===== src/hdl/assert_macros.svh =====
// ----------------------------------------------------------------------------
// assert_macros.svh
// Concurrent assertion shorthands; compiled out when NO_ASSERTIONS is set.
// ----------------------------------------------------------------------------
`ifndef ASSERT_MACROS_SVH
`define ASSERT_MACROS_SVH

`ifndef NO_ASSERTIONS

// Same-cycle implication
`define ASSERT_IMPLIES(lbl, ck, rn, ante, cons) \
  lbl: assert property (@(posedge ck) disable iff (!rn) (ante) |-> (cons)) \
    else $error("assertion failed");

// Next-cycle implication
`define ASSERT_NEXT(lbl, ck, rn, ante, cons) \
  lbl: assert property (@(posedge ck) disable iff (!rn) (ante) |=> (cons)) \
    else $error("assertion failed");

`else

`define ASSERT_IMPLIES(lbl, ck, rn, ante, cons)
`define ASSERT_NEXT(lbl, ck, rn, ante, cons)

`endif

`endif


===== src/hdl/trirast_pkg.sv =====
`timescale 1ns / 1ps
// ----------------------------------------------------------------------------
// trirast_pkg
// Shared types, microcode word layout and constants of the rasterizer.
// ----------------------------------------------------------------------------
package trirast_pkg;

  localparam int CoordW = 11;   // vertex coordinate
  localparam int DiffW  = 12;   // coordinate differences, box bounds, scan position
  localparam int ProdW  = 24;   // one multiplier product
  localparam int AccW   = 25;   // accumulator
  localparam int EdgeW  = 24;   // edge function value
  localparam int FieldW = 21;   // weight / area result fields
  localparam int UpcW   = 4;

  // Rejection limits on edge spans and clip limits of the raster
  localparam int SpanXLimit = 1024;
  localparam int SpanYLimit = 512;
  localparam int MaxX       = 1024;
  localparam int MaxY       = 512;

  // Input op codes
  localparam logic OP_LOAD = 1'b0;
  localparam logic OP_NEXT = 1'b1;

  // Microcode entry points
  localparam logic [UpcW-1:0] UA_IDLE = 4'd0;
  localparam logic [UpcW-1:0] UA_LOAD = 4'd1;
  localparam logic [UpcW-1:0] UA_SCAN = 4'd14;
  localparam logic [UpcW-1:0] UA_DONE = 4'd15;

  typedef logic signed [CoordW-1:0] coord_t;
  typedef logic signed [DiffW-1:0]  diff_t;
  typedef logic signed [EdgeW-1:0]  edge_t;

  // Multiplier operand pair
  typedef enum logic [1:0] {
    MUL_ORI_A,   // (x1-x0)*(y2-y0)
    MUL_ORI_B,   // (y1-y0)*(x2-x0)
    MUL_EDGE_Y,  // step_y[e]*(top-ya)
    MUL_EDGE_X   // step_x[e]*(left-xa)
  } mul_sel_t;

  typedef enum logic [1:0] {
    ACC_KEEP,
    ACC_LOAD,
    ACC_ADD,
    ACC_SUB
  } acc_op_t;

  typedef enum logic [2:0] {
    ACT_NONE,
    ACT_WIND,    // winding fix, area capture
    ACT_BOX,     // bounding box, steps, top-left bias
    ACT_WROW,    // write one edge row start
    ACT_LAST,    // write last edge row and arm the scan
    ACT_SCAN,    // test one box pixel
    ACT_DONE     // send a done beat
  } act_t;

  typedef enum logic [2:0] {
    JMP_NEXT,
    JMP_IDLE,
    JMP_DISPATCH,
    JMP_REJECT,
    JMP_SCAN
  } jmp_t;

  typedef struct packed {
    mul_sel_t   mul_sel;
    logic [1:0] mul_edg;
    acc_op_t    acc_op;
    act_t       act;
    logic [1:0] wr_edg;
    jmp_t       jmp;
  } uword_t;

  // Datapath status back to the sequencer
  typedef struct packed {
    logic hold;      // step wants to send a beat but output is full
    logic reject;    // triangle spans too far or has zero area
    logic scan_fin;  // scan step sends a beat this cycle
  } dp_stat_t;

endpackage


===== src/hdl/trirast_useq.sv =====
`timescale 1ns / 1ps
`include "assert_macros.svh"
// ----------------------------------------------------------------------------
// trirast_useq
// Microcode sequencer: step counter, control ROM and jump logic.
// ----------------------------------------------------------------------------
module trirast_useq (
  input  logic                clk,
  input  logic                rst_n,
  input  logic                in_fire,
  input  logic                in_op,
  input  trirast_pkg::dp_stat_t stat,
  output trirast_pkg::uword_t   ctl,
  output logic                idle
);
  import trirast_pkg::*;

  logic [UpcW-1:0] upc_r, upc_nxt;

  // Control store
  function automatic uword_t urom(input logic [UpcW-1:0] a);
    uword_t w;
    w = '{mul_sel: MUL_ORI_A, mul_edg: 2'd0, acc_op: ACC_KEEP, act: ACT_NONE,
          wr_edg: 2'd0, jmp: JMP_NEXT};
    unique case (a)
      UA_IDLE:          w.jmp = JMP_DISPATCH;
      // doubled signed area
      UA_LOAD:          w.mul_sel = MUL_ORI_A;
      UA_LOAD + 4'd1:   begin w.mul_sel = MUL_ORI_B; w.acc_op = ACC_LOAD; end
      UA_LOAD + 4'd2:   w.acc_op = ACC_SUB;
      UA_LOAD + 4'd3:   begin w.act = ACT_WIND; w.jmp = JMP_REJECT; end
      UA_LOAD + 4'd4:   w.act = ACT_BOX;
      // edge values at the box corner, two products each
      UA_LOAD + 4'd5:   begin w.mul_sel = MUL_EDGE_Y; w.mul_edg = 2'd0; end
      UA_LOAD + 4'd6:   begin
        w.mul_sel = MUL_EDGE_X; w.mul_edg = 2'd0; w.acc_op = ACC_LOAD;
      end
      UA_LOAD + 4'd7:   begin
        w.mul_sel = MUL_EDGE_Y; w.mul_edg = 2'd1; w.acc_op = ACC_ADD;
      end
      UA_LOAD + 4'd8:   begin
        w.mul_sel = MUL_EDGE_X; w.mul_edg = 2'd1; w.acc_op = ACC_LOAD;
        w.act = ACT_WROW; w.wr_edg = 2'd0;
      end
      UA_LOAD + 4'd9:   begin
        w.mul_sel = MUL_EDGE_Y; w.mul_edg = 2'd2; w.acc_op = ACC_ADD;
      end
      UA_LOAD + 4'd10:  begin
        w.mul_sel = MUL_EDGE_X; w.mul_edg = 2'd2; w.acc_op = ACC_LOAD;
        w.act = ACT_WROW; w.wr_edg = 2'd1;
      end
      UA_LOAD + 4'd11:  w.acc_op = ACC_ADD;
      UA_LOAD + 4'd12:  begin w.act = ACT_LAST; w.wr_edg = 2'd2; w.jmp = JMP_IDLE; end
      UA_SCAN:          begin w.act = ACT_SCAN; w.jmp = JMP_SCAN; end
      UA_DONE:          begin w.act = ACT_DONE; w.jmp = JMP_IDLE; end
      default:          w.jmp = JMP_IDLE;
    endcase
    return w;
  endfunction

  assign ctl  = urom(upc_r);
  assign idle = (upc_r == UA_IDLE);

  // Next step
  always_comb begin
    upc_nxt = upc_r;
    if (!stat.hold) begin
      unique case (ctl.jmp)
        JMP_NEXT:     upc_nxt = upc_r + 1'b1;
        JMP_IDLE:     upc_nxt = UA_IDLE;
        JMP_DISPATCH: if (in_fire) upc_nxt = (in_op == OP_NEXT) ? UA_SCAN : UA_LOAD;
        JMP_REJECT:   upc_nxt = stat.reject ? UA_DONE : upc_r + 1'b1;
        JMP_SCAN:     upc_nxt = stat.scan_fin ? UA_IDLE : upc_r;
        default:      upc_nxt = UA_IDLE;
      endcase
    end
  end

  always_ff @(posedge clk) begin
    if (!rst_n) begin
      upc_r <= UA_IDLE;
    end else begin
      upc_r <= upc_nxt;
    end
  end

  `ASSERT_NEXT(a_hold_upc, clk, rst_n, stat.hold, upc_r == $past(upc_r))
  `ASSERT_NEXT(a_load_entry, clk, rst_n, in_fire && in_op == OP_LOAD, upc_r == UA_LOAD)
  `ASSERT_NEXT(a_reject_done, clk, rst_n, ctl.jmp == JMP_REJECT && stat.reject, upc_r == UA_DONE)

endmodule


===== src/hdl/trirast_dpath.sv =====
`timescale 1ns / 1ps
`include "assert_macros.svh"
// ----------------------------------------------------------------------------
// trirast_dpath
// Datapath: vertex and edge registers, shared multiplier with accumulator,
// box scan logic, config registers and the output beat register.
// ----------------------------------------------------------------------------
module trirast_dpath (
  input  logic                  clk,
  input  logic                  rst_n,
  input  trirast_pkg::uword_t   ctl,
  input  logic                  load,
  input  trirast_pkg::coord_t   vx0,
  input  trirast_pkg::coord_t   vy0,
  input  trirast_pkg::coord_t   vx1,
  input  trirast_pkg::coord_t   vy1,
  input  trirast_pkg::coord_t   vx2,
  input  trirast_pkg::coord_t   vy2,
  input  logic                  cfg_we,
  input  logic [1:0]            cfg_addr,
  input  logic [10:0]           cfg_wdata,
  input  logic                  out_ready,
  output logic                  out_valid,
  output logic [9:0]            pix_x,
  output logic [8:0]            pix_y,
  output logic [20:0]           weight0,
  output logic [20:0]           weight1,
  output logic [20:0]           weight2,
  output logic [20:0]           tri_area,
  output logic                  done_res,
  output trirast_pkg::dp_stat_t stat
);
  import trirast_pkg::*;

  localparam logic [1:0]  CFG_AREA_LEFT   = 2'd0;
  localparam logic [1:0]  CFG_AREA_TOP    = 2'd1;
  localparam logic [1:0]  CFG_AREA_RIGHT  = 2'd2;
  localparam logic [1:0]  CFG_AREA_BOTTOM = 2'd3;
  localparam logic [12:0] SpanX = 13'(SpanXLimit);
  localparam logic [12:0] SpanY = 13'(SpanYLimit);

  // Config registers
  logic [9:0]  area_left_r;
  logic [8:0]  area_top_r;
  logic [10:0] area_right_r;
  logic [9:0]  area_bottom_r;

  // Triangle state
  coord_t      vx_r [3];
  coord_t      vy_r [3];
  diff_t       stepx_r [3];
  diff_t       stepy_r [3];
  logic [2:0]  bias_r;
  edge_t       row_r [3];
  edge_t       col_r [3];
  diff_t       box_l_r, box_t_r, box_rt_r, box_b_r;
  diff_t       scan_x_r, scan_y_r;
  logic [23:0] area_r;
  logic        active_r;

  // Multiplier and accumulator
  logic signed [ProdW-1:0] prod_r;
  logic signed [AccW-1:0]  acc_r;
  diff_t                   opa, opb;

  // Output beat
  logic        out_valid_r, out_done_r;
  logic [9:0]  out_px_r;
  logic [8:0]  out_py_r;
  logic [20:0] out_w0_r, out_w1_r, out_w2_r, out_area_r;

  function automatic logic [1:0] idx_a(input logic [1:0] i);
    unique case (i)
      2'd0:    return 2'd1;
      2'd1:    return 2'd2;
      default: return 2'd0;
    endcase
  endfunction

  function automatic logic [1:0] idx_b(input logic [1:0] i);
    unique case (i)
      2'd0:    return 2'd2;
      2'd1:    return 2'd0;
      default: return 2'd1;
    endcase
  endfunction

  function automatic logic [12:0] abs_d(input diff_t d);
    return d[DiffW-1] ? 13'(-d) : 13'(d);
  endfunction

  function automatic coord_t min3(input coord_t a, input coord_t b, input coord_t c);
    coord_t m;
    m = (a < b) ? a : b;
    return (c < m) ? c : m;
  endfunction

  function automatic coord_t max3(input coord_t a, input coord_t b, input coord_t c);
    coord_t m;
    m = (a > b) ? a : b;
    return (c > m) ? c : m;
  endfunction

  function automatic logic [20:0] sat21(input logic [23:0] v);
    return (|v[23:21]) ? '1 : v[20:0];
  endfunction

  // Vertex differences
  diff_t dx10, dy10, dx20, dy20, dx21, dy21;
  assign dx10 = diff_t'(vx_r[1]) - diff_t'(vx_r[0]);
  assign dy10 = diff_t'(vy_r[1]) - diff_t'(vy_r[0]);
  assign dx20 = diff_t'(vx_r[2]) - diff_t'(vx_r[0]);
  assign dy20 = diff_t'(vy_r[2]) - diff_t'(vy_r[0]);
  assign dx21 = diff_t'(vx_r[2]) - diff_t'(vx_r[1]);
  assign dy21 = diff_t'(vy_r[2]) - diff_t'(vy_r[1]);

  // Rejection: any edge too long (zero area is caught from the accumulator)
  logic span_bad;
  assign span_bad = (abs_d(dx10) >= SpanX) || (abs_d(dx21) >= SpanX) ||
                    (abs_d(dx20) >= SpanX) || (abs_d(dy10) >= SpanY) ||
                    (abs_d(dy21) >= SpanY) || (abs_d(dy20) >= SpanY);

  // Operand select
  logic [1:0] ma;
  assign ma = idx_a(ctl.mul_edg);

  always_comb begin
    opa = '0;
    opb = '0;
    unique case (ctl.mul_sel)
      MUL_ORI_A:  begin opa = dx10; opb = dy20; end
      MUL_ORI_B:  begin opa = dy10; opb = dx20; end
      MUL_EDGE_Y: begin opa = stepy_r[ctl.mul_edg]; opb = box_t_r - diff_t'(vy_r[ma]); end
      MUL_EDGE_X: begin opa = stepx_r[ctl.mul_edg]; opb = box_l_r - diff_t'(vx_r[ma]); end
      default:    begin opa = '0; opb = '0; end
    endcase
  end

  // Bounding box clipped to the drawing area
  coord_t      mnx, mxx, mny, mxy;
  logic [10:0] rlim;
  logic [9:0]  blim;
  diff_t       left_c, top_c, right_c, bottom_c;
  assign mnx  = min3(vx_r[0], vx_r[1], vx_r[2]);
  assign mxx  = max3(vx_r[0], vx_r[1], vx_r[2]);
  assign mny  = min3(vy_r[0], vy_r[1], vy_r[2]);
  assign mxy  = max3(vy_r[0], vy_r[1], vy_r[2]);
  assign rlim = (area_right_r < 11'(MaxX)) ? area_right_r : 11'(MaxX);
  assign blim = (area_bottom_r < 10'(MaxY)) ? area_bottom_r : 10'(MaxY);
  assign left_c   = (diff_t'(mnx) > $signed({2'b00, area_left_r})) ?
                    diff_t'(mnx) : $signed({2'b00, area_left_r});
  assign top_c    = (diff_t'(mny) > $signed({3'b000, area_top_r})) ?
                    diff_t'(mny) : $signed({3'b000, area_top_r});
  assign right_c  = (diff_t'(mxx) < $signed({1'b0, rlim})) ?
                    diff_t'(mxx) : $signed({1'b0, rlim});
  assign bottom_c = (diff_t'(mxy) < $signed({2'b00, blim})) ?
                    diff_t'(mxy) : $signed({2'b00, blim});

  // Edge steps and top-left bias
  diff_t      stx_c [3];
  diff_t      sty_c [3];
  logic [2:0] bias_c;
  always_comb begin
    for (int i = 0; i < 3; i++) begin
      stx_c[i]  = diff_t'(vy_r[idx_a(2'(i))]) - diff_t'(vy_r[idx_b(2'(i))]);
      sty_c[i]  = diff_t'(vx_r[idx_b(2'(i))]) - diff_t'(vx_r[idx_a(2'(i))]);
      bias_c[i] = stx_c[i][DiffW-1] || (stx_c[i] == '0 && sty_c[i][DiffW-1]);
    end
  end

  // Biased edge value from the accumulator
  edge_t wr_val;
  assign wr_val = edge_t'(acc_r[EdgeW-1:0] - EdgeW'(bias_r[ctl.wr_edg]));

  // Scan
  logic  sy_end, sx_end, hit, scan_end, scan_emit, emit_want, emit_done, hold, go;
  logic  is_scan, is_done_act, scan_step;
  edge_t row_nxt [3];
  assign is_scan     = (ctl.act == ACT_SCAN);
  assign is_done_act = (ctl.act == ACT_DONE);
  assign sy_end      = (scan_y_r >= box_b_r);
  assign sx_end      = (scan_x_r >= box_rt_r);
  assign hit         = !col_r[0][EdgeW-1] && !col_r[1][EdgeW-1] && !col_r[2][EdgeW-1] &&
                       ((col_r[0] | col_r[1] | col_r[2]) != '0);
  assign scan_end    = !active_r || sy_end;
  assign scan_emit   = scan_end || (!sx_end && hit);
  assign emit_want   = (is_scan && scan_emit) || is_done_act;
  assign emit_done   = is_done_act || (is_scan && scan_end);
  assign hold        = emit_want && out_valid_r && !out_ready;
  assign go          = !hold;
  assign scan_step   = go && is_scan && active_r && !sy_end;

  always_comb begin
    for (int i = 0; i < 3; i++) begin
      row_nxt[i] = row_r[i] + edge_t'(stepy_r[i]);
    end
  end

  // Unbiased weights
  logic [23:0] w0s, w1s, w2s;
  assign w0s = col_r[0][EdgeW-1:0] + 24'(bias_r[0]);
  assign w1s = col_r[1][EdgeW-1:0] + 24'(bias_r[1]);
  assign w2s = col_r[2][EdgeW-1:0] + 24'(bias_r[2]);

  assign stat.hold     = hold;
  assign stat.reject   = span_bad || (acc_r == '0);
  assign stat.scan_fin = scan_emit;

  // Control state and config
  always_ff @(posedge clk) begin
    if (!rst_n) begin
      active_r      <= 1'b0;
      out_valid_r   <= 1'b0;
      area_left_r   <= '0;
      area_top_r    <= '0;
      area_right_r  <= 11'(MaxX);
      area_bottom_r <= 10'(MaxY);
    end else begin
      if (cfg_we) begin
        unique case (cfg_addr)
          CFG_AREA_LEFT:   area_left_r   <= cfg_wdata[9:0];
          CFG_AREA_TOP:    area_top_r    <= cfg_wdata[8:0];
          CFG_AREA_RIGHT:  area_right_r  <= cfg_wdata;
          CFG_AREA_BOTTOM: area_bottom_r <= cfg_wdata[9:0];
          default:         area_left_r   <= area_left_r;
        endcase
      end
      if (load) begin
        active_r <= 1'b0;
      end else if (go && ctl.act == ACT_LAST) begin
        active_r <= 1'b1;
      end else if (go && is_scan && active_r && sy_end) begin
        active_r <= 1'b0;
      end
      if (go && emit_want) begin
        out_valid_r <= 1'b1;
      end else if (out_ready) begin
        out_valid_r <= 1'b0;
      end
    end
  end

  // Datapath registers
  always_ff @(posedge clk) begin
    if (load) begin
      vx_r[0] <= vx0; vy_r[0] <= vy0;
      vx_r[1] <= vx1; vy_r[1] <= vy1;
      vx_r[2] <= vx2; vy_r[2] <= vy2;
    end

    prod_r <= opa * opb;
    case (ctl.acc_op)
      ACC_LOAD: acc_r <= AccW'(prod_r);
      ACC_ADD:  acc_r <= acc_r + AccW'(prod_r);
      ACC_SUB:  acc_r <= acc_r - AccW'(prod_r);
      default:  acc_r <= acc_r;
    endcase

    // Clockwise input: swap vertices 1 and 2, area becomes positive
    if (ctl.act == ACT_WIND && !stat.reject) begin
      if (acc_r[AccW-1]) begin
        vx_r[1] <= vx_r[2]; vy_r[1] <= vy_r[2];
        vx_r[2] <= vx_r[1]; vy_r[2] <= vy_r[1];
        area_r  <= 24'(-acc_r);
      end else begin
        area_r  <= acc_r[23:0];
      end
    end

    if (ctl.act == ACT_BOX) begin
      box_l_r  <= left_c;
      box_t_r  <= top_c;
      box_rt_r <= right_c;
      box_b_r  <= bottom_c;
      bias_r   <= bias_c;
      for (int i = 0; i < 3; i++) begin
        stepx_r[i] <= stx_c[i];
        stepy_r[i] <= sty_c[i];
      end
    end

    if (ctl.act == ACT_WROW || ctl.act == ACT_LAST) begin
      row_r[ctl.wr_edg] <= wr_val;
      col_r[ctl.wr_edg] <= wr_val;
    end
    if (ctl.act == ACT_LAST) begin
      scan_x_r <= box_l_r;
      scan_y_r <= box_t_r;
    end

    // One box pixel, or a row wrap, per cycle unless a full output register holds the scan
    if (scan_step) begin
      if (sx_end) begin
        for (int i = 0; i < 3; i++) begin
          row_r[i] <= row_nxt[i];
          col_r[i] <= row_nxt[i];
        end
        scan_x_r <= box_l_r;
        scan_y_r <= scan_y_r + 1'b1;
      end else begin
        for (int i = 0; i < 3; i++) begin
          col_r[i] <= col_r[i] + edge_t'(stepx_r[i]);
        end
        scan_x_r <= scan_x_r + 1'b1;
      end
    end

    if (go && emit_want) begin
      out_done_r <= emit_done;
      if (emit_done) begin
        out_px_r   <= '0;
        out_py_r   <= '0;
        out_w0_r   <= '0;
        out_w1_r   <= '0;
        out_w2_r   <= '0;
        out_area_r <= '0;
      end else begin
        out_px_r   <= scan_x_r[9:0];
        out_py_r   <= scan_y_r[8:0];
        out_w0_r   <= sat21(w0s);
        out_w1_r   <= sat21(w1s);
        out_w2_r   <= sat21(w2s);
        out_area_r <= sat21(area_r);
      end
    end
  end

  assign out_valid = out_valid_r;
  assign pix_x     = out_px_r;
  assign pix_y     = out_py_r;
  assign weight0   = out_w0_r;
  assign weight1   = out_w1_r;
  assign weight2   = out_w2_r;
  assign tri_area  = out_area_r;
  assign done_res  = out_done_r;

  `ASSERT_IMPLIES(a_done_blank, clk, rst_n, out_valid_r && out_done_r, out_w0_r == '0 && out_area_r == '0 && out_px_r == '0)
  `ASSERT_IMPLIES(a_reject_idle, clk, rst_n, ctl.act == ACT_WIND && stat.reject, !active_r)
  `ASSERT_NEXT(a_hit_beat, clk, rst_n, scan_step && !sx_end && hit, out_valid_r && !out_done_r)

endmodule


===== src/hdl/triangle_edge_rasterizer.sv =====
`timescale 1ns / 1ps
// ----------------------------------------------------------------------------
// triangle_edge_rasterizer
// Half-space triangle rasterizer with top-left fill rule, run by a microcode
// sequencer over one shared multiplier datapath.
// ----------------------------------------------------------------------------
//  channel   dir  width  contents
//  in_       in   72+1   tdata: vx0 vy0 vx1 vy1 vx2 vy2; tuser: op
//  out_      out  104+1  tdata: pix_x pix_y weight0..2 tri_area; tuser: done_res
//  cfg_      in   2/11   register index / write data, no read-back
//
//  Load: a run of microcode steps in which the shared 12x12 multiplier does
//  eight products; a rejected load jumps to the done step to send its beat.
//  Next: the scan tests each box pixel in turn, wrapping at each row end.
//  Input is taken only in the idle step; a finished beat may wait in the
//  output register while the next item is taken, and a step that must send a
//  beat stalls while that register is full. Reset is synchronous, active low.
// ----------------------------------------------------------------------------
module triangle_edge_rasterizer (
  input  logic         clk,
  input  logic         rst_n,
  input  logic         cfg_we,
  input  logic [1:0]   cfg_addr,
  input  logic [10:0]  cfg_wdata,
  input  logic         in_tvalid,
  output logic         in_tready,
  input  logic [71:0]  in_tdata,   // vx0, vy0, vx1, vy1, vx2, vy2 (11b each), zero pad
  input  logic         in_tuser,   // op
  output logic         out_tvalid,
  input  logic         out_tready,
  output logic [103:0] out_tdata,  // pix_x, pix_y, weight0, weight1, weight2, tri_area, pad
  output logic         out_tuser   // done_res
);
  import trirast_pkg::*;

  uword_t      ctl;
  dp_stat_t    stat;
  logic        idle, in_fire, load;
  logic [9:0]  pix_x;
  logic [8:0]  pix_y;
  logic [20:0] weight0, weight1, weight2, tri_area;

  assign in_tready = idle;
  assign in_fire   = in_tvalid && in_tready;
  assign load      = in_fire && (in_tuser == OP_LOAD);

  trirast_useq u_useq (
    .clk     (clk),
    .rst_n   (rst_n),
    .in_fire (in_fire),
    .in_op   (in_tuser),
    .stat    (stat),
    .ctl     (ctl),
    .idle    (idle)
  );

  trirast_dpath u_dpath (
    .clk       (clk),
    .rst_n     (rst_n),
    .ctl       (ctl),
    .load      (load),
    .vx0       (in_tdata[10:0]),
    .vy0       (in_tdata[21:11]),
    .vx1       (in_tdata[32:22]),
    .vy1       (in_tdata[43:33]),
    .vx2       (in_tdata[54:44]),
    .vy2       (in_tdata[65:55]),
    .cfg_we    (cfg_we),
    .cfg_addr  (cfg_addr),
    .cfg_wdata (cfg_wdata),
    .out_ready (out_tready),
    .out_valid (out_tvalid),
    .pix_x     (pix_x),
    .pix_y     (pix_y),
    .weight0   (weight0),
    .weight1   (weight1),
    .weight2   (weight2),
    .tri_area  (tri_area),
    .done_res  (out_tuser),
    .stat      (stat)
  );

  // Result beat packing, first field lowest
  assign out_tdata = {1'b0, tri_area, weight2, weight1, weight0, pix_y, pix_x};

endmodule

===== config.mk =====
export PLATFORM = sky130hd
export DESIGN_NAME = triangle_edge_rasterizer
export DESIGN_NICKNAME = d
export VERILOG_FILES = /design/src/hdl/trirast_pkg.sv /design/src/hdl/trirast_useq.sv /design/src/hdl/trirast_dpath.sv /design/src/hdl/triangle_edge_rasterizer.sv
export VERILOG_INCLUDE_DIRS = /design/src /design/src/hdl
export SDC_FILE = /design/constraint.sdc
export NUM_CORES = 2
export LEC_CHECK = 0
export BUFFER_PORTS_ARGS = -buffer_cell sky130_fd_sc_hd__clkbuf_2
export CORE_MARGIN = 3
export CORE_UTILIZATION = 59
export DETAILED_ROUTE_END_ITERATION = 16
export PLACE_DENSITY = 0.88
export SLEW_MARGIN = 15
export SYNTH_ARGS = -nofsm -noshare
export SYNTH_HDL_FRONTEND = slang
export SYNTH_SLANG_ARGS = --single-unit

===== constraint.sdc =====
create_clock -name clk -period 18.69 [get_ports clk]
set_input_delay 3.738 -clock clk [delete_from_list [all_inputs] [get_ports clk]]
set_output_delay 3.738 -clock clk [all_outputs]
set_load 0.05 [all_outputs]

After elaboration in Yosys (flattened, before gate mapping) --
Memories as Yosys holds them, arrays and structs flattened. Cells that the tools add are included.
Word-level totals: flip-flop bits (word level) 295, bits in writable memories 282, input port bits 91, output and inout bits 107, logic and storage cells 298, memories 6
Memories:
- u_dpath.col_r | words 3, width 24, read ports 3, clocked after Yosys merged registers in 0, write ports 3, line trirast_dpath.sv:55 | edge_t col_r [3];
- u_dpath.row_r | words 3, width 24, read ports 3, clocked after Yosys merged registers in 0, write ports 3, line trirast_dpath.sv:54 | edge_t row_r [3];
- u_dpath.stepx_r | words 3, width 12, read ports 4, clocked after Yosys merged registers in 0, write ports 3, line trirast_dpath.sv:51 | diff_t stepx_r [3];
- u_dpath.stepy_r | words 3, width 12, read ports 4, clocked after Yosys merged registers in 0, write ports 3, line trirast_dpath.sv:52 | diff_t stepy_r [3];
- u_dpath.vx_r | words 3, width 11, read ports 4, clocked after Yosys merged registers in 0, write ports 3, line trirast_dpath.sv:49 | coord_t vx_r [3];
- u_dpath.vy_r | words 3, width 11, read ports 4, clocked after Yosys merged registers in 0, write ports 3, line trirast_dpath.sv:50 | coord_t vy_r [3];
Operators by class: $add $sub $neg 36, multipliers 1, magnitude comparators 23, equality and inequality tests 35, mux-type cells 80, bitwise gates (word level) 12, reductions and logical operators 77
Operators with widths (count):
- $sub 11x11->12 | 14
- $mux 11 | 14
- $add 24x12->24 | 6
- $mux 24 | 6
- $pmux 12 s4 | 2
- $mux 21 | 4
- $mux 13 | 6
- $neg 12->13 | 6
- $pmux 25 s3 | 1
- $add 24x1->24 | 3
- $mux 12 | 6
- $gt 11x11->1 | 5
- $lt 11x11->1 | 5
- $or 24x24->24 | 2
- $reduce_or 24->1 | 2
- $ge 13x10->1 const B | 3
- $ge 13x11->1 const B | 3
- $logic_not 12->1 | 3
- $eq 4x4->1 const B | 8
- $mux 10 | 3
- $add 25x24->25 | 1
- $logic_not 25->1 | 1
- $sub 25x24->25 | 1
- $add 12x1->12 const B | 2
- 46 further kinds | 157

Logic depth before layout (Yosys ltp) --
An unclocked memory read counts as a cell.
depth in word-level cells 20, mapped depth 43, mapped depth without buffers 38

Modules after synthesis --
From an unflattened synthesis, not the netlist that was laid out.
Unflattened totals: cells, all modules 5223, area total of the unflattened synthesis 48665.4 µm²
By module, submodules not included:
- trirast_dpath | times used 1, cells each 5142, area an instance 48134.9 µm², sequential area each 16425.8 µm²
- trirast_useq | times used 1, cells each 77, area an instance 504.2 µm², sequential area each 80.1 µm²
- triangle_edge_rasterizer | times used 1, cells each 4, area an instance 26.3 µm², sequential area each 0.0 µm²

Least setup slack after synthesis --
No wires, ideal clock.
kind register -> register, start point register u_useq.upc_r[1], end point register u_dpath.bias_r[0], enable pin, library setup time 0.936 ns, arrival 13.184 ns, required time 17.754 ns, path slack 4.570 ns, stages on the path, launching flop included 5, path buffers 1, period minus slack after synthesis 14.120 ns, cell sequence dfxtp_1 -> inv_1 -> ha_1 -> clkbuf_1 -> nor4b_1
Between the ends: word-level cells in the longest chain between the ends 4, elaborated cells between the ends (all ways) 10, classes of those cells eq/ne: 8; mux: 1; reduce/logical: 1
RTL lines:
- start, declared | line trirast_useq.sv:18 | logic [UpcW-1:0] upc_r, upc_nxt;
- start signal, assigned | line trirast_useq.sv:83 | upc_r <= upc_nxt;
- $eq 4x4->1 | line trirast_useq.sv:25 | unique case (a)
- $reduce_or 2->1 (no line)
- $pmux 3 s6 (*) | line trirast_useq.sv:25
- $eq 3x2->1 (*) | line trirast_dpath.sv:270 | if (ctl.act == ACT_BOX) begin
- end signal, assigned | line trirast_dpath.sv:275 | bias_r <= bias_c;
- end, declared | line trirast_dpath.sv:53 | logic [2:0] bias_r;
Mark *: on every way between the ends. The rest lies on a longest branch, timed or not. A chain may end at the register's enable or synchronous reset.

Worst setup path after layout --
start point register u_useq.upc_r[3], end point register u_dpath.prod_r[22]
Between the ends: word-level cells in the longest chain between the ends 9, elaborated cells between the ends (all ways) 29, classes of those cells add/sub: 2; mul: 1; eq/ne: 11; mux: 5; reduce/logical: 6; memory: 4
RTL lines:
- $eq 4x4->1 | line trirast_useq.sv:25
- $reduce_or 2->1 (no line)
- $pmux 2 s2 | line trirast_useq.sv:25
- $eq 2x1->1 or $logic_not 2->1 (tied branches) | line trirast_dpath.sv:73 | unique case (i)
- $pmux 2 s2 | line trirast_dpath.sv:73
- $mem_v2 3x11, on equally long branches
- $sub 11x11->12, on equally long branches | line trirast_dpath.sv:134, trirast_dpath.sv:133
- $pmux 12 s4 | line trirast_dpath.sv:130 | unique case (ctl.mul_sel)
- $mul 12x12->24 (*) | line trirast_dpath.sv:251 | prod_r <= opa * opb;
- end signal, assigned | line trirast_dpath.sv:251
- end, declared | line trirast_dpath.sv:62 | logic signed [ProdW-1:0] prod_r;
Marks and branches as above.

==> results.txt <==
- During placement, the flow inserted port buffers numbering 190.
- Across the whole layout, storage elements account for 16500 um2.
* Cell at the slowest stage of the critical path: sky130_fd_sc_hd__dfxtp_1
- Die Outline Area: about 85000 um2
- The congestion estimate from routability-driven global placement came to 1.07.
* Number of buffers on the longest clock path: 3
- Crit path max fanout: 49
- DRC Markers: 0
* Critical hold path startpoint: u_dpath.area_bottom_r[6]
- For this run, asynchronously set or reset flops after synthesis account for 0.
- First-pass GRT wire length: 229000 um
* Path class of the lowest-slack min-delay path: reg2reg
- Clock-pin slew was measured on the worst setup and hold paths at approximately 0.06 ns.
- The setup check on the worst reg-to-reg path leaves a slack of 7.70 ns.
* Insertion delay of the later-clocked pin in the worst-skew pair: 0.66 ns
- The path with the worst hold slack has its endpoint at u_dpath.area_bottom_r[6].
- Effective utilization at floorplan: 0.597
* Maximum Capacitance Violations: 0
- For this design, the sink count on the clock tree is 577.
- In the synthesized netlist, the cells that appear most often are sky130_fd_sc_hd__edfxtp_1 (495), sky130_fd_sc_hd__nor2_1 (484), sky130_fd_sc_hd__ha_1 (459).
- I/O pin cnt: 198
- The compound-gate portion of the synthesized area was 0.165.
- Number of different library cells in the post-synthesis netlist: 90
- Number of fillers in the final layout: roughly 6300
- CP startpoint kind: flip-flop
- After routing, the total negative slack on setup checks comes to 0 ns.
- The synthesized design contains 495 enable-type register cells.
* Simple-gate share of the synthesized area: 0.158
* Wire length per cell: roughly 23 um
* Depth of the worst hold-timing path: 2
* Actual slew at the worst max-slew pin: about 1.3 ns
- The multi-input combinational cells in the finished layout cover a total of 29500 um2.
- Wires add up to 151000 um.
* Critical path start-end classification: reg2reg
* Via count of the first global-routing pass: just over 40000
* Rel. slew slack: 0.133
* Die width: 292 um
- After detailed placement, the total cell area comes to 50300 um2.
- Clock skew on the completed layout was measured at 0.0141 ns.
* Number of synthesis warnings: 0
* Number of cell rows: between 100 and 150
* Top cells by area, synth: sky130_fd_sc_hd__edfxtp_1 (31%), sky130_fd_sc_hd__ha_1 (12%), sky130_fd_sc_hd__fa_1 (6.5%), sky130_fd_sc_hd__a21oi_1 (4.7%), sky130_fd_sc_hd__xnor2_1 (4.1%)
- Synth Area in Adders: 0.184
* Source of the worst register-to-register timing path: u_useq.upc_r[3]
- Of the synthesized area, sequential elements account for 0.342.
- The number of antenna violations at the first check in global routing came to 6.
* Worst path max stage delay: 0.77 ns
- Summed instance area of the synthesized netlist: 48200 um2
- Timing would allow up to 0.0910 GHz.
* Gr ovfl total: 0
- Top FF cell, synth: sky130_fd_sc_hd__edfxtp_1
- Post-synth top area cell: sky130_fd_sc_hd__edfxtp_1
- Final net count: 6047
- The portion of synthesized area spent on multiplexers is 0.0346.
- Length of the first detailed-routing pass in iterations: 9
- Of the post-synthesis cell area, the dominant cell type holds 0.308.
- RSZ-0062 raised after global routing: no
* # hold bufs at CTS: 0
- Critical Path Sink Type: flip-flop
- Using the TritonRoute via totals, the vias-per-cell ratio works out to 6.42.
- CTS root buffer: sky130_fd_sc_hd__clkbuf_16
* Drt initial violations: about 4700
* Worst endpoint required time: ~19 ns
* TritonCTS clock tree: built
- Final worst-path cycle share: 0.588
* Arrival @ worst endpoint: 11.57 ns
- The flow ran to the end, and the final reports show no timing, DRC or antenna violations.
- In this run, synthesis produced a sequential element count of 577.
* Global-route usage over all layers: 0.346
- Area growth from synthesis to final layout: 9.03%
- The detailed router placed 41500 vias in this run.
- The H-tree generated during clock tree synthesis spans 2 levels.
- Of the total synthesized cell area, the portion taken by XOR and XNOR cells is 0.0667.
- Cell area after layout: between 50000 and 60000 um2
* Share of layout cells above drive strength 1: 0.0896
- Counting I/O delays and the setup requirement, the final critical path takes 10.99 ns.
- Antenna-violating nets left: 0
* Largest family of logic cells by synthesized area: adder cells
- Synthesis produced a netlist whose cell count is between 5000 and 6000.
- The final max-slew violation count was 0.
* Floorplan core area: 80800 um2
- The wire-length estimate of the detail-placed layout is between 100000 and 150000 um.
- Number of buffers created by CTS: 61
- Setup-violating endpoint count in the final report: 0
- Most frequent cell after synthesis: sky130_fd_sc_hd__edfxtp_1
- The number of cells on the worst reg-to-reg path is 38.
- The floorplan step set the die height to 292 um.
- Post-CTS sizing: 0
- The average instance in the mapped netlist occupies 9.24 um2.
- After clock tree synthesis, the setup repair step added 0 buffers.
* Pin count of the biggest net entering global routing: 86
- Fin. Hold Viols: 0
* R2r endpoint: u_dpath.prod_r[22]
per-layer routing:
metal | GRT usage | wire, um | up-vias | share of wire
met2 | 0.551 | 67000 | 2400 | 0.44
met5 | 0 | 65 | - | 0.00043
met4 | 0.227 | 11900 | 10 | 0.079
met1 | 0.425 | 54800 | 19500 | 0.36
met3 | 0.0770 | 17100 | 703 | 0.11
li1 | - | - | 18800 | -
stage by stage:
stage / instances / hold slack, ns / worst slack (ns) / utilization
2_1_floorplan: 5222 / 0.432 / 4.57 / -
3_3_place_gp: 6338 / 0.439 / 8.24 / 0.622
3_5_place_dp: 6338 / 0.447 / 8.00 / 0.622
4_1_cts: 6453 / 0.455 / 7.94 / 0.650
5_1_grt: 6453 / 0.478 / 6.86 / 0.651
6_report: 6455 / 0.452 / 7.70 / 0.651
area by class of cell:
class,instances,share of cell area
Clock buffer,78,0.0324
Clock inverter,37,0.0105
Timing Repair Buffer,244,0.0258
Sequential cell,577,0.314
Inverter,433,0.0309
Multi-Input combinational cell,4024,0.561
Antenna cell,2,0.0000952
Tap cell,1060,0.0252
how the worst max path moves through the flow:
stage / startpoint / to / slack [ns] / cells past startpoint
after floorplan: u_useq.upc_r[1] / u_dpath.bias_r[0] / 4.57 / 4
after global placement: u_useq.upc_r[3] / u_dpath.prod_r[20] / 8.24 / 38
after detailed placement: u_useq.upc_r[3] / u_dpath.prod_r[20] / 8.00 / 38
after CTS: u_useq.upc_r[3] / u_dpath.prod_r[20] / 7.94 / 38
after global routing: u_useq.upc_r[3] / u_dpath.prod_r[22] / 6.86 / 38
final: u_useq.upc_r[3] / u_dpath.prod_r[22] / 7.70 / 38
placed cells by master (no fill, tap or decap), types with 61 or more instances in the layout:
| cell type | synthesis | final |
|---|---|---|
| sky130_fd_sc_hd__edfxtp_1 | 495 | 495 |
| sky130_fd_sc_hd__nor2_1 | 484 | 481 |
| sky130_fd_sc_hd__ha_1 | 459 | 459 |
| sky130_fd_sc_hd__a21oi_1 | 456 | 453 |
| sky130_fd_sc_hd__nand2_1 | 438 | 436 |
| sky130_fd_sc_hd__inv_1 | 431 | 431 |
| sky130_fd_sc_hd__o21ai_0 | 305 | 303 |
| sky130_fd_sc_hd__xnor2_1 | 223 | 223 |
| sky130_fd_sc_hd__clkbuf_2 | 0 | 190 |
| sky130_fd_sc_hd__fa_1 | 156 | 156 |
| sky130_fd_sc_hd__xor2_1 | 144 | 144 |
| sky130_fd_sc_hd__nor2b_1 | 117 | 116 |
| sky130_fd_sc_hd__nand3_1 | 103 | 103 |
| sky130_fd_sc_hd__a21o_1 | 100 | 99 |
| sky130_fd_sc_hd__nor3_1 | 98 | 97 |
| sky130_fd_sc_hd__nand2b_1 | 91 | 90 |
| sky130_fd_sc_hd__dfxtp_1 | 82 | 82 |
| sky130_fd_sc_hd__mux2i_1 | 72 | 72 |
| sky130_fd_sc_hd__clkbuf_16 | 0 | 65 |
| sky130_fd_sc_hd__o21a_1 | 61 | 61 |
registers in the layout, indices dropped and copies added (netlist names), 21 cells and up:
register / cells
u_dpath.acc_r: 25
u_dpath.area_r: 24
u_dpath.col_r: 72
u_dpath.prod_r: 24
u_dpath.row_r: 72
u_dpath.stepx_r: 36
u_dpath.stepy_r: 36
u_dpath.tri_area: 21
u_dpath.vx_r: 33
u_dpath.vy_r: 33
u_dpath.weight0: 21
u_dpath.weight1: 21
u_dpath.weight2: 21
critical path: cells and delay by family (launching register included):
kind / cells / cell delay (ns)
XOR/XNOR: 1 / 0.15
flip-flops: 1 / 0.77
AO/OA/AOI/OAI: 16 / 4.37
adder cells (fa/ha/maj): 7 / 3.19
buffers and inverters: 7 / 1.30
AND/OR/NAND/NOR: 7 / 1.05
logic make-up (layout without fill, tap and decap cells):
| logic type | after synthesis | count (layout) |
|---|---|---|
| muxes | 146 | 146 |
| AOI/OAI and AO/OA | 1286 | 1286 |
| DFF | 577 | 577 |
| other | 1 | 5 |
| adders and majority gates | 615 | 615 |
| xor gates and xnor gates | 367 | 367 |
| and+or+nand+nor | 1607 | 1607 |
| buffers and inverters | 621 | 792 |
Power is left out: the tool's default activity adds up to more than one toggle a clock period on the data nets, which glitch-free logic cannot reach.
